==> src/rtl/mlfq_pkg.sv <==
// Shared types and constants for the multilevel feedback scheduler arithmetic unit.
// No dependencies; imported by every module of the block.
`default_nettype none

package mlfq_pkg;

   // Field widths
   localparam int WORD_WIDTH      = 32;
   localparam int OP_WIDTH        = 2;
   localparam int NICE_WIDTH      = 6;
   localparam int READY_WIDTH     = 7;
   localparam int PRI_WIDTH       = 6;
   localparam int REQ_TDATA_WIDTH = 48;
   localparam int RSP_TDATA_WIDTH = 72;

   // Lowest legal priority (fixed)
   localparam int PRIORITY_MIN = 0;

   // Operation codes
   localparam logic [OP_WIDTH-1:0] OP_LOAD   = 2'd0;
   localparam logic [OP_WIDTH-1:0] OP_RECENT = 2'd1;
   localparam logic [OP_WIDTH-1:0] OP_PRIO   = 2'd2;

   typedef enum logic [3:0] {
      ST_IDLE,
      ST_DISPATCH,
      ST_LOAD_MUL,
      ST_LOAD_SUM,
      ST_DIV_WAIT,
      ST_RC_MUL,
      ST_RC_SUM,
      ST_PRIO_SUB,
      ST_PRIO_CLAMP,
      ST_FINISH
   } state_type;

   typedef struct packed {
      logic capture;
      logic mul_load;
      logic set_load;
      logic div_start;
      logic mul_rc;
      logic set_nrc;
      logic prio_sub;
      logic set_pri;
      logic publish;
   } cmd_type;

   typedef struct packed {
      logic [OP_WIDTH-1:0] op;
      logic                div_done;
   } status_type;

endpackage

`default_nettype wire

==> src/rtl/mlfq_div.sv <==
// Iterative restoring divider: trunc((num * 2^FRACTION_BITS) / den), low 32 bits.
// One quotient bit per cycle; depends on mlfq_pkg.
`default_nettype none

module mlfq_div
   import mlfq_pkg::*;
#(
   parameter int FRACTION_BITS = 14
) (
   input  wire logic                         clock,
   input  wire logic                         reset,
   input  wire logic                         start,
   input  wire logic signed [WORD_WIDTH-1:0] num,
   input  wire logic signed [WORD_WIDTH-1:0] den,
   output logic                              done,
   output logic signed [WORD_WIDTH-1:0]      quotient
);

   localparam int NW = WORD_WIDTH + FRACTION_BITS;
   localparam int CW = $clog2(NW);

   logic              busy_ff, busy_in;
   logic              done_ff, done_in;
   logic [CW-1:0]     cnt_ff, cnt_in;
   logic [NW-1:0]     shift_ff, shift_in;
   logic [WORD_WIDTH:0] rem_ff, rem_in;
   logic [WORD_WIDTH-1:0] dmag_ff, dmag_in;
   logic              neg_ff, neg_in;
   logic              zero_ff, zero_in;
   logic [WORD_WIDTH-1:0] q_ff, q_in;

   logic [WORD_WIDTH-1:0] num_mag;
   logic [WORD_WIDTH:0]   rem_sh;
   logic                  ge;
   logic [NW-1:0]         shift_next;
   logic [WORD_WIDTH-1:0] qmag;

   always_comb begin
      num_mag    = num[WORD_WIDTH-1] ? -num : num;
      rem_sh     = {rem_ff[WORD_WIDTH-1:0], shift_ff[NW-1]};
      ge         = rem_sh >= {1'b0, dmag_ff};
      shift_next = {shift_ff[NW-2:0], ge};
      qmag       = shift_next[WORD_WIDTH-1:0];

      busy_in  = busy_ff;
      done_in  = 1'b0;
      cnt_in   = cnt_ff;
      shift_in = shift_ff;
      rem_in   = rem_ff;
      dmag_in  = dmag_ff;
      neg_in   = neg_ff;
      zero_in  = zero_ff;
      q_in     = q_ff;

      if (start) begin
         busy_in  = 1'b1;
         cnt_in   = '0;
         shift_in = {num_mag, {FRACTION_BITS{1'b0}}};
         rem_in   = '0;
         dmag_in  = den[WORD_WIDTH-1] ? -den : den;
         neg_in   = num[WORD_WIDTH-1] ^ den[WORD_WIDTH-1];
         zero_in  = (den == '0);
      end else if (busy_ff) begin
         shift_in = shift_next;
         rem_in   = ge ? (rem_sh - {1'b0, dmag_ff}) : rem_sh;
         cnt_in   = cnt_ff + 1'b1;
         if (cnt_ff == CW'(NW - 1)) begin
            busy_in = 1'b0;
            done_in = 1'b1;
            if (zero_ff) begin
               q_in = '0;
            end else begin
               q_in = neg_ff ? -qmag : qmag;
            end
         end
      end
   end

   always_ff @(posedge clock) begin
      if (reset) begin
         busy_ff <= 1'b0;
         done_ff <= 1'b0;
         cnt_ff  <= '0;
      end else begin
         busy_ff <= busy_in;
         done_ff <= done_in;
         cnt_ff  <= cnt_in;
      end
   end

   always_ff @(posedge clock) begin
      shift_ff <= shift_in;
      rem_ff   <= rem_in;
      dmag_ff  <= dmag_in;
      neg_ff   <= neg_in;
      zero_ff  <= zero_in;
      q_ff     <= q_in;
   end

   assign done     = done_ff;
   assign quotient = q_ff;

endmodule

`default_nettype wire

==> src/rtl/mlfq_dp.sv <==
// Datapath: operand registers, load average, multiplier, adders, clamp, result register.
// Depends on mlfq_pkg and mlfq_div.
`default_nettype none

module mlfq_dp
   import mlfq_pkg::*;
#(
   parameter int FRACTION_BITS = 14,
   parameter int PRIORITY_MAX  = 63
) (
   input  wire logic                       clock,
   input  wire logic                       reset,
   input  wire cmd_type                    cmd,
   output status_type                      status,
   input  wire logic [OP_WIDTH-1:0]        req_op,
   input  wire logic [REQ_TDATA_WIDTH-1:0] req_data,
   output logic [RSP_TDATA_WIDTH-1:0]      rsp_data
);

   localparam int ONE_INT = 1 << FRACTION_BITS;
   localparam int C59_INT = (59 * ONE_INT) / 60;
   localparam int C1_INT  = ONE_INT / 60;
   localparam logic signed [WORD_WIDTH-1:0]   ONE32   = WORD_WIDTH'(ONE_INT);
   localparam logic signed [WORD_WIDTH-1:0]   ROUND32 = WORD_WIDTH'(ONE_INT - 1);
   localparam logic signed [2*WORD_WIDTH-1:0] ROUND64 = (2*WORD_WIDTH)'(ONE_INT - 1);
   localparam logic signed [WORD_WIDTH-1:0]   C59     = WORD_WIDTH'(C59_INT);
   localparam logic [WORD_WIDTH-1:0]          C1      = WORD_WIDTH'(C1_INT);
   localparam logic signed [WORD_WIDTH-1:0]   PMAX_F  = WORD_WIDTH'(PRIORITY_MAX * ONE_INT);
   localparam logic signed [WORD_WIDTH-1:0]   PMAX32  = WORD_WIDTH'(PRIORITY_MAX);
   localparam logic signed [WORD_WIDTH-1:0]   PMIN32  = WORD_WIDTH'(PRIORITY_MIN);
   localparam int PAD_WIDTH = RSP_TDATA_WIDTH - 2*WORD_WIDTH - PRI_WIDTH;

   logic [OP_WIDTH-1:0]              op_ff;
   logic signed [WORD_WIDTH-1:0]     rc_ff;
   logic signed [NICE_WIDTH-1:0]     nice_ff;
   logic [READY_WIDTH-1:0]           ready_ff;
   logic signed [WORD_WIDTH-1:0]     load_ff, load_in;
   logic signed [2*WORD_WIDTH-1:0]   prod_ff, prod_in;
   logic signed [WORD_WIDTH-1:0]     f_ff;
   logic signed [WORD_WIDTH-1:0]     nrc_ff, nrc_in;
   logic [PRI_WIDTH-1:0]             pri_ff, pri_in;
   logic [RSP_TDATA_WIDTH-1:0]       out_ff;

   logic signed [WORD_WIDTH-1:0]     num_w, den_w;
   logic                             div_done;
   logic signed [WORD_WIDTH-1:0]     div_q;
   logic signed [2*WORD_WIDTH-1:0]   prod_adj, prod_sh;
   logic signed [WORD_WIDTH-1:0]     prod_lo;
   logic [WORD_WIDTH-1:0]            ready_term;
   logic signed [WORD_WIDTH-1:0]     nice32, nice_f, nice_f2;
   logic signed [WORD_WIDTH-1:0]     rc_adj, rc_q, f_in;
   logic signed [WORD_WIDTH-1:0]     f_adj, pr, pr_clamp;

   // 2*load and 2*load + F, both wrapping
   assign num_w = {load_ff[WORD_WIDTH-2:0], 1'b0};
   assign den_w = num_w + ONE32;

   mlfq_div #(
      .FRACTION_BITS(FRACTION_BITS)
   ) u_div (
      .clock   (clock),
      .reset   (reset),
      .start   (cmd.div_start),
      .num     (num_w),
      .den     (den_w),
      .done    (div_done),
      .quotient(div_q)
   );

   always_comb begin
      // product / F, truncated toward zero
      prod_adj   = prod_ff + (prod_ff[2*WORD_WIDTH-1] ? ROUND64 : 64'sd0);
      prod_sh    = prod_adj >>> FRACTION_BITS;
      prod_lo    = prod_sh[WORD_WIDTH-1:0];
      ready_term = C1 * WORD_WIDTH'(ready_ff);

      nice32  = WORD_WIDTH'(nice_ff);
      nice_f  = nice32 <<< FRACTION_BITS;
      nice_f2 = nice32 <<< (FRACTION_BITS + 1);

      rc_adj = rc_ff + (rc_ff[WORD_WIDTH-1] ? 32'sd3 : 32'sd0);
      rc_q   = rc_adj >>> 2;
      f_in   = PMAX_F - rc_q - nice_f2;

      f_adj = f_ff + (f_ff[WORD_WIDTH-1] ? ROUND32 : 32'sd0);
      pr    = f_adj >>> FRACTION_BITS;
      if (pr > PMAX32) begin
         pr_clamp = PMAX32;
      end else if (pr < PMIN32) begin
         pr_clamp = PMIN32;
      end else begin
         pr_clamp = pr;
      end

      // 32 x 32 signed products, operands sign-extended to the product width
      prod_in = prod_ff;
      if (cmd.mul_load) begin
         prod_in = (2*WORD_WIDTH)'(C59) * (2*WORD_WIDTH)'(load_ff);
      end else if (cmd.mul_rc) begin
         prod_in = (2*WORD_WIDTH)'(div_q) * (2*WORD_WIDTH)'(rc_ff);
      end

      load_in = cmd.set_load ? (prod_lo + $signed(ready_term)) : load_ff;

      nrc_in = nrc_ff;
      pri_in = pri_ff;
      if (cmd.capture) begin
         nrc_in = '0;
         pri_in = '0;
      end else begin
         if (cmd.set_nrc) begin
            nrc_in = prod_lo + nice_f;
         end
         if (cmd.set_pri) begin
            pri_in = pr_clamp[PRI_WIDTH-1:0];
         end
      end
   end

   always_ff @(posedge clock) begin
      if (reset) begin
         load_ff <= '0;
      end else begin
         load_ff <= load_in;
      end
   end

   always_ff @(posedge clock) begin
      if (cmd.capture) begin
         op_ff    <= req_op;
         rc_ff    <= req_data[WORD_WIDTH-1:0];
         nice_ff  <= req_data[WORD_WIDTH +: NICE_WIDTH];
         ready_ff <= req_data[WORD_WIDTH + NICE_WIDTH +: READY_WIDTH];
      end
      if (cmd.prio_sub) begin
         f_ff <= f_in;
      end
      if (cmd.publish) begin
         out_ff <= {{PAD_WIDTH{1'b0}}, load_ff, pri_ff, nrc_ff};
      end
      prod_ff <= prod_in;
      nrc_ff  <= nrc_in;
      pri_ff  <= pri_in;
   end

   assign status.op       = op_ff;
   assign status.div_done = div_done;
   assign rsp_data        = out_ff;

endmodule

`default_nettype wire

==> src/rtl/mlfq_ctrl.sv <==
// Controller: sequences one item through the datapath and owns both handshakes.
// Depends on mlfq_pkg.
`default_nettype none

module mlfq_ctrl
   import mlfq_pkg::*;
(
   input  wire logic       clock,
   input  wire logic       reset,
   input  wire logic       req_tvalid,
   output logic            req_tready,
   output logic            rsp_tvalid,
   input  wire logic       rsp_tready,
   input  wire status_type status,
   output cmd_type         cmd
);

   state_type state_ff, state_in;
   logic      rsp_valid_ff, rsp_valid_in;
   logic      can_publish;

   assign can_publish = !rsp_valid_ff || rsp_tready;

   // next state
   always_comb begin
      state_in = state_ff;
      case (state_ff)
         ST_IDLE: begin
            if (req_tvalid) state_in = ST_DISPATCH;
         end
         ST_DISPATCH: begin
            case (status.op)
               OP_LOAD:   state_in = ST_LOAD_MUL;
               OP_RECENT: state_in = ST_DIV_WAIT;
               OP_PRIO:   state_in = ST_PRIO_SUB;
               default:   state_in = ST_FINISH;
            endcase
         end
         ST_LOAD_MUL:   state_in = ST_LOAD_SUM;
         ST_LOAD_SUM:   state_in = ST_FINISH;
         ST_DIV_WAIT: begin
            if (status.div_done) state_in = ST_RC_MUL;
         end
         ST_RC_MUL:     state_in = ST_RC_SUM;
         ST_RC_SUM:     state_in = ST_FINISH;
         ST_PRIO_SUB:   state_in = ST_PRIO_CLAMP;
         ST_PRIO_CLAMP: state_in = ST_FINISH;
         ST_FINISH: begin
            if (can_publish) state_in = ST_IDLE;
         end
         default:       state_in = ST_IDLE;
      endcase
   end

   // outputs; no input transfer while reset is held
   always_comb begin
      cmd        = '0;
      req_tready = 1'b0;
      case (state_ff)
         ST_IDLE: begin
            req_tready  = !reset;
            cmd.capture = req_tvalid && !reset;
         end
         ST_DISPATCH:   cmd.div_start = (status.op == OP_RECENT);
         ST_LOAD_MUL:   cmd.mul_load  = 1'b1;
         ST_LOAD_SUM:   cmd.set_load  = 1'b1;
         ST_DIV_WAIT:   cmd.mul_rc    = 1'b0;
         ST_RC_MUL:     cmd.mul_rc    = 1'b1;
         ST_RC_SUM:     cmd.set_nrc   = 1'b1;
         ST_PRIO_SUB:   cmd.prio_sub  = 1'b1;
         ST_PRIO_CLAMP: cmd.set_pri   = 1'b1;
         ST_FINISH:     cmd.publish   = can_publish;
         default:       cmd           = '0;
      endcase
   end

   assign rsp_valid_in = cmd.publish || (rsp_valid_ff && !rsp_tready);

   always_ff @(posedge clock) begin
      if (reset) begin
         state_ff     <= ST_IDLE;
         rsp_valid_ff <= 1'b0;
      end else begin
         state_ff     <= state_in;
         rsp_valid_ff <= rsp_valid_in;
      end
   end

   assign rsp_tvalid = rsp_valid_ff;

endmodule

`default_nettype wire

==> src/rtl/mlfq_priority_load_update_core.sv <==
// Top level of the multilevel feedback scheduler arithmetic unit.
// Depends on mlfq_pkg, mlfq_ctrl, mlfq_dp (which holds mlfq_div).
//
// Fixed-point helper for a 4.4BSD-style scheduler. Values are signed 32-bit with
// FRACTION_BITS fraction bits. The block holds the system load average (zero after
// reset). The op code on req_tuser picks the work: op 0 folds ready_count into the
// load average, op 1 recomputes a thread's recent cpu from the current load average,
// op 2 computes the thread's priority clamped to 0..PRIORITY_MAX (masked to 6 bits);
// op 3 only reports the load average. Every transfer in gives exactly one transfer
// out, carrying the load average after the item; fields that do not belong to the op
// read zero. Items are handled one at a time. Op 0 multiplies and then sums, op 2
// subtracts and then clamps, op 3 goes straight to the result, and op 1 first waits
// for the iterative divider, which produces one quotient bit per cycle, and then
// multiplies and sums. A finished result sits in an output register, so the next
// input transfer is taken while the previous result still waits for rsp_tready.
// req_tready stays low while reset is held.
`default_nettype none

module mlfq_priority_load_update_core
   import mlfq_pkg::*;
#(
   parameter int FRACTION_BITS = 14,
   parameter int PRIORITY_MAX  = 63
) (
   input  wire logic                       clock,
   input  wire logic                       reset,
   // input channel
   input  wire logic                       req_tvalid,
   output logic                            req_tready,
   // [31:0] recent_cpu, [37:32] nice_value, [44:38] ready_count, rest zero
   input  wire logic [REQ_TDATA_WIDTH-1:0] req_tdata,
   // [1:0] op
   input  wire logic [OP_WIDTH-1:0]        req_tuser,
   // result channel
   output logic                            rsp_tvalid,
   input  wire logic                       rsp_tready,
   // [31:0] new_recent_cpu, [37:32] priority_res, [69:38] load_average, rest zero
   output logic [RSP_TDATA_WIDTH-1:0]      rsp_tdata
);

   cmd_type    cmd;
   status_type status;

   // sequencer: one item at a time, owns tready/tvalid
   mlfq_ctrl u_ctrl (
      .clock     (clock),
      .reset     (reset),
      .req_tvalid(req_tvalid),
      .req_tready(req_tready),
      .rsp_tvalid(rsp_tvalid),
      .rsp_tready(rsp_tready),
      .status    (status),
      .cmd       (cmd)
   );

   // arithmetic, load average register and result register
   mlfq_dp #(
      .FRACTION_BITS(FRACTION_BITS),
      .PRIORITY_MAX (PRIORITY_MAX)
   ) u_dp (
      .clock   (clock),
      .reset   (reset),
      .cmd     (cmd),
      .status  (status),
      .req_op  (req_tuser),
      .req_data(req_tdata),
      .rsp_data(rsp_tdata)
   );

endmodule

`default_nettype wire
==> config.mk <==
export PLATFORM = sky130hd
export DESIGN_NAME = mlfq_priority_load_update_core
export DESIGN_NICKNAME = d
export VERILOG_FILES = /design/src/rtl/mlfq_pkg.sv /design/src/rtl/mlfq_div.sv /design/src/rtl/mlfq_dp.sv /design/src/rtl/mlfq_ctrl.sv /design/src/rtl/mlfq_priority_load_update_core.sv
export SDC_FILE = /design/constraint.sdc
export NUM_CORES = 2
export LEC_CHECK = 0
export BUFFER_PORTS_ARGS = -buffer_cell sky130_fd_sc_hd__buf_2
export CAP_MARGIN = 20
export CORE_MARGIN = 2
export CORE_UTILIZATION = 60
export DETAILED_ROUTE_END_ITERATION = 8
export PLACE_DENSITY = 0.79
export RECOVER_POWER = 100
export SYNTH_ARGS = -nofsm -noshare
export SYNTH_HDL_FRONTEND = slang
export SYNTH_SLANG_ARGS = --single-unit
==> constraint.sdc <==
create_clock -name clock -period 7.7 [get_ports clock]
set_input_delay 0.385 -clock clock [delete_from_list [all_inputs] [get_ports clock]]
set_output_delay 0.385 -clock clock [all_outputs]
set_load 0.01 [all_outputs]
==> flow_metrics.tcl <==
set metrics [dict create \
    crit_required_ns 8.07 \
    h-tree-depth 2 \
    hpwl_microns 160300 \
    ys_types 89 \
    grt_usage_pct 33.69 \
    drive_above_1_share_pct 10.54 \
    slowest_delay_ns 0.54 \
    grt_max_degree 74 \
    postRouteAntennaNets 0 \
    grt_first_pass_wirelength_microns 313700 \
    finalHoldViolCount 0 \
    start_util_pct 60.42 \
    synthTopCellsByArea "fa_1, edfxtp_1, ha_1, inv_1, nand2_1" \
    crit_path_frequent_cell "fa_1" \
    critPathTopFamily "adder cells" \
    wire_per_inst_microns 21.54 \
    die_h_microns 345.8 \
    slowest_stage "fa_1" \
    dr.pass1.iters 8 \
    antenna_found_initial 6 \
    synth_edf_count 292 \
    portBuffers 122 \
    routed_wl_microns 199100 \
    fin_skew_ns 0.05457 \
    drv_cap 3 \
    final.setup.tns_ns -0.6278 \
    synthCells 7263 \
    wl_met1_microns 74480 \
    timing.final.ws_setup_ns -0.1826 \
    netlist_area_sq_mm 0.07011 \
    final.min_clock_period_ns 7.883 \
    fmaxAchievable_mhz 126.9 \
    io_pins 128 \
    period_share_pct 102.4 \
    nets 9620 \
    violations "capacitance limit, slew limit, setup timing" \
    min-delay-start "req_tvalid" \
    wl_met3_microns 20840 \
    end_kind "flip-flop" \
    final-setup-viol-count 7 \
    hold_class "in -> reg" \
    cp_max_fo 7 \
    coreArea_sq_mm 0.1160 \
    cts_num_sinks 422 \
    worst_pin_slew_ns 2.308 \
    netlist_top_cells_count "inv_1, fa_1, nand2_1, ha_1, and2_1" \
    yosysTopAreaCell "fa_1" \
    clkSlewWorstSetupHoldPaths_ns 0.07 \
    yosysSeqAreaShare_pct 16.22 \
    regToRegStartpoint "u_dp.rc_ff[6]" \
    synth_area_per_cell_sq_um 9.653 \
    ys_warn_count 0 \
    cp.arrival_ns 8.26 \
    cts_buffers 47 \
    drtIter0Drc 5083 \
    synth_top_area_share_pct 39.12 \
    grt_overflow 0 \
    ctsRootBufferMaster "clkbuf_16" \
    synthFlopType "edfxtp_1" \
    slew_headroom_pct -53.90 \
    vias_per_cell 5.821 \
    wl_met2_microns 92790 \
    path_buf_inv 6 \
    clockBufferDepth 3 \
    cp-startpoint "u_dp.rc_ff[6]" \
    fp.dieW_microns 345.8 \
    finish.utilization_pct 68.25 \
    rsz0062_at_grt "yes" \
    drc_errors 0 \
    start_kind "flip-flop" \
    highest_layer "met5" \
    finalMaxSlewViolations 92 \
    cts_tree "yes" \
    async_flop_share_pct 0 \
    place_congestion 1.020 \
    dr_total_vias 53794 \
    die_area_sq_mm 0.1196 \
    grt_pass1_vias 57253 \
    pre_cts_ws_ns -0.3106 \
    nFillCells 8412 \
    ys_ff_latch 422 \
    status "finished, violations left" \
    crit_type "reg -> reg" \
    yosysMostFrequentCell "inv_1" \
    areaGrowthSynthToFinish_pct 12.96 \
    rows 125 \
    clk_latency_ns 0.65 \
]
## cells by family after synthesis
logic type	share of synthesized area, %
other cells	0.005349
mux	0.4283
flops	16.22
buf+inv	9.581
fa+ha+maj	48.34
compound gates	7.279
simple gates	13.59
xor+xnor	4.558
## metal layers
layer  vias to the layer above  GRT usage [%]
met5                         -              0
met4                         4          15.03
met3                       552          7.439
met2                      2761          54.33
met1                     27120          43.85
li1                      23357              -
## what timing repair did
action                                 4_1_cts  5_1_grt
cloned                                       2        3
setup endpoints to repair                   15       24
endpoints found under the hold margin       46        0
hold buffers                                46        0
pin swaps                                   59      140
buffers inserted                            27       24
gates resized for setup                     54      148
## cell usage in the layout (no fill, tap or decap), types with 21 or more instances in the layout
cell           Yosys  final
a211oi_1          34     32
a21o_1            90     90
a21oi_1          230    219
a31oi_1           25     24
and2_1           474    457
and3_1            35     35
buf_12             0     85
buf_2              5     39
buf_4              2    377
buf_6              0     21
clkbuf_1         284    112
clkbuf_16          0     54
dfxtp_1          130    129
dlygate4sd3_1      0     46
edfxtp_1         292    292
fa_1            1370   1327
fa_2               0     43
ha_1             517    494
inv_1           1468   1446
inv_2              0     22
mux2i_1           30     30
nand2_1          832    822
nand2b_1          31     31
nand3_1          111    107
nand4_1           41     41
nor2_1           255    249
nor2b_1           29     28
nor3_1            65     63
o21a_1            27     27
o21ai_0          172    162
o21bai_1          23     23
o22ai_1           46     42
o31ai_1           27     24
or3_1             23     22
xnor2_1          233    232
xor2_1           130    126
## worst paths after layout
| path | endpoint | slack (ns) | depth (start not counted) |
|---|---|---|---|
| setup / recovery | u_dp.prod_ff[44] | -0.18 | 25 |
| hold / removal | u_ctrl.state_ff[0] | 0.12 | 5 |
| setup reg to reg | u_dp.prod_ff[44] | -0.18 | 25 |
| hold reg to reg | u_dp.rsp_data[31] | 0.43 | 0 |
## final cells by class
| type | instances | area (sq um) | area share (%) |
|---|---|---|---|
| multi-input cells | 5056 | 52790 | 66.65 |
| well taps | 1524 | 1907 | 2.408 |
| flip-flops and latches | 422 | 11370 | 14.36 |
| inverters | 1472 | 5529 | 6.981 |
| clock inverters | 27 | 290.3 | 0.3665 |
| diodes | 1 | 2.502 | 0.003160 |
| repair buffers | 680 | 5983 | 7.555 |
| clock buffers | 60 | 1330 | 1.679 |
## registers in the layout, summed over array words and instances (netlist names), 6 cells and up
name / count
u_dp.f_ff: 32
u_dp.load_ff: 32
u_dp.nice_ff: 6
u_dp.nrc_ff: 32
u_dp.pri_ff: 6
u_dp.prod_ff: 47
u_dp.rc_ff: 32
u_dp.ready_ff: 7
u_dp.rsp_data: 70
u_dp.u_div.cnt_ff: 6
u_dp.u_div.dmag_ff: 31
u_dp.u_div.quotient: 32
u_dp.u_div.rem_ff: 32
u_dp.u_div.shift_ff: 46
## per-stage QoR
step	hold slack (ns)	cells	instance area, sq um
floorplan	0.4081	7264	70180
global placement	0.4138	9054	75910
detailed placement	0.4180	9054	75910
CTS	0.002203	9215	78490
global route	0.08833	9242	79200
finish	0.1232	9242	79200
## worst min-delay path: stages
cell and delay, ns:
buf_2 0.09, o21ai_0 0.06, o21ai_0 0.06, nor2_1 0.04, nor2_1 0.08
Power is left out: the tool's default activity adds up to more than one toggle a clock period on the data nets, which glitch-free logic cannot reach.
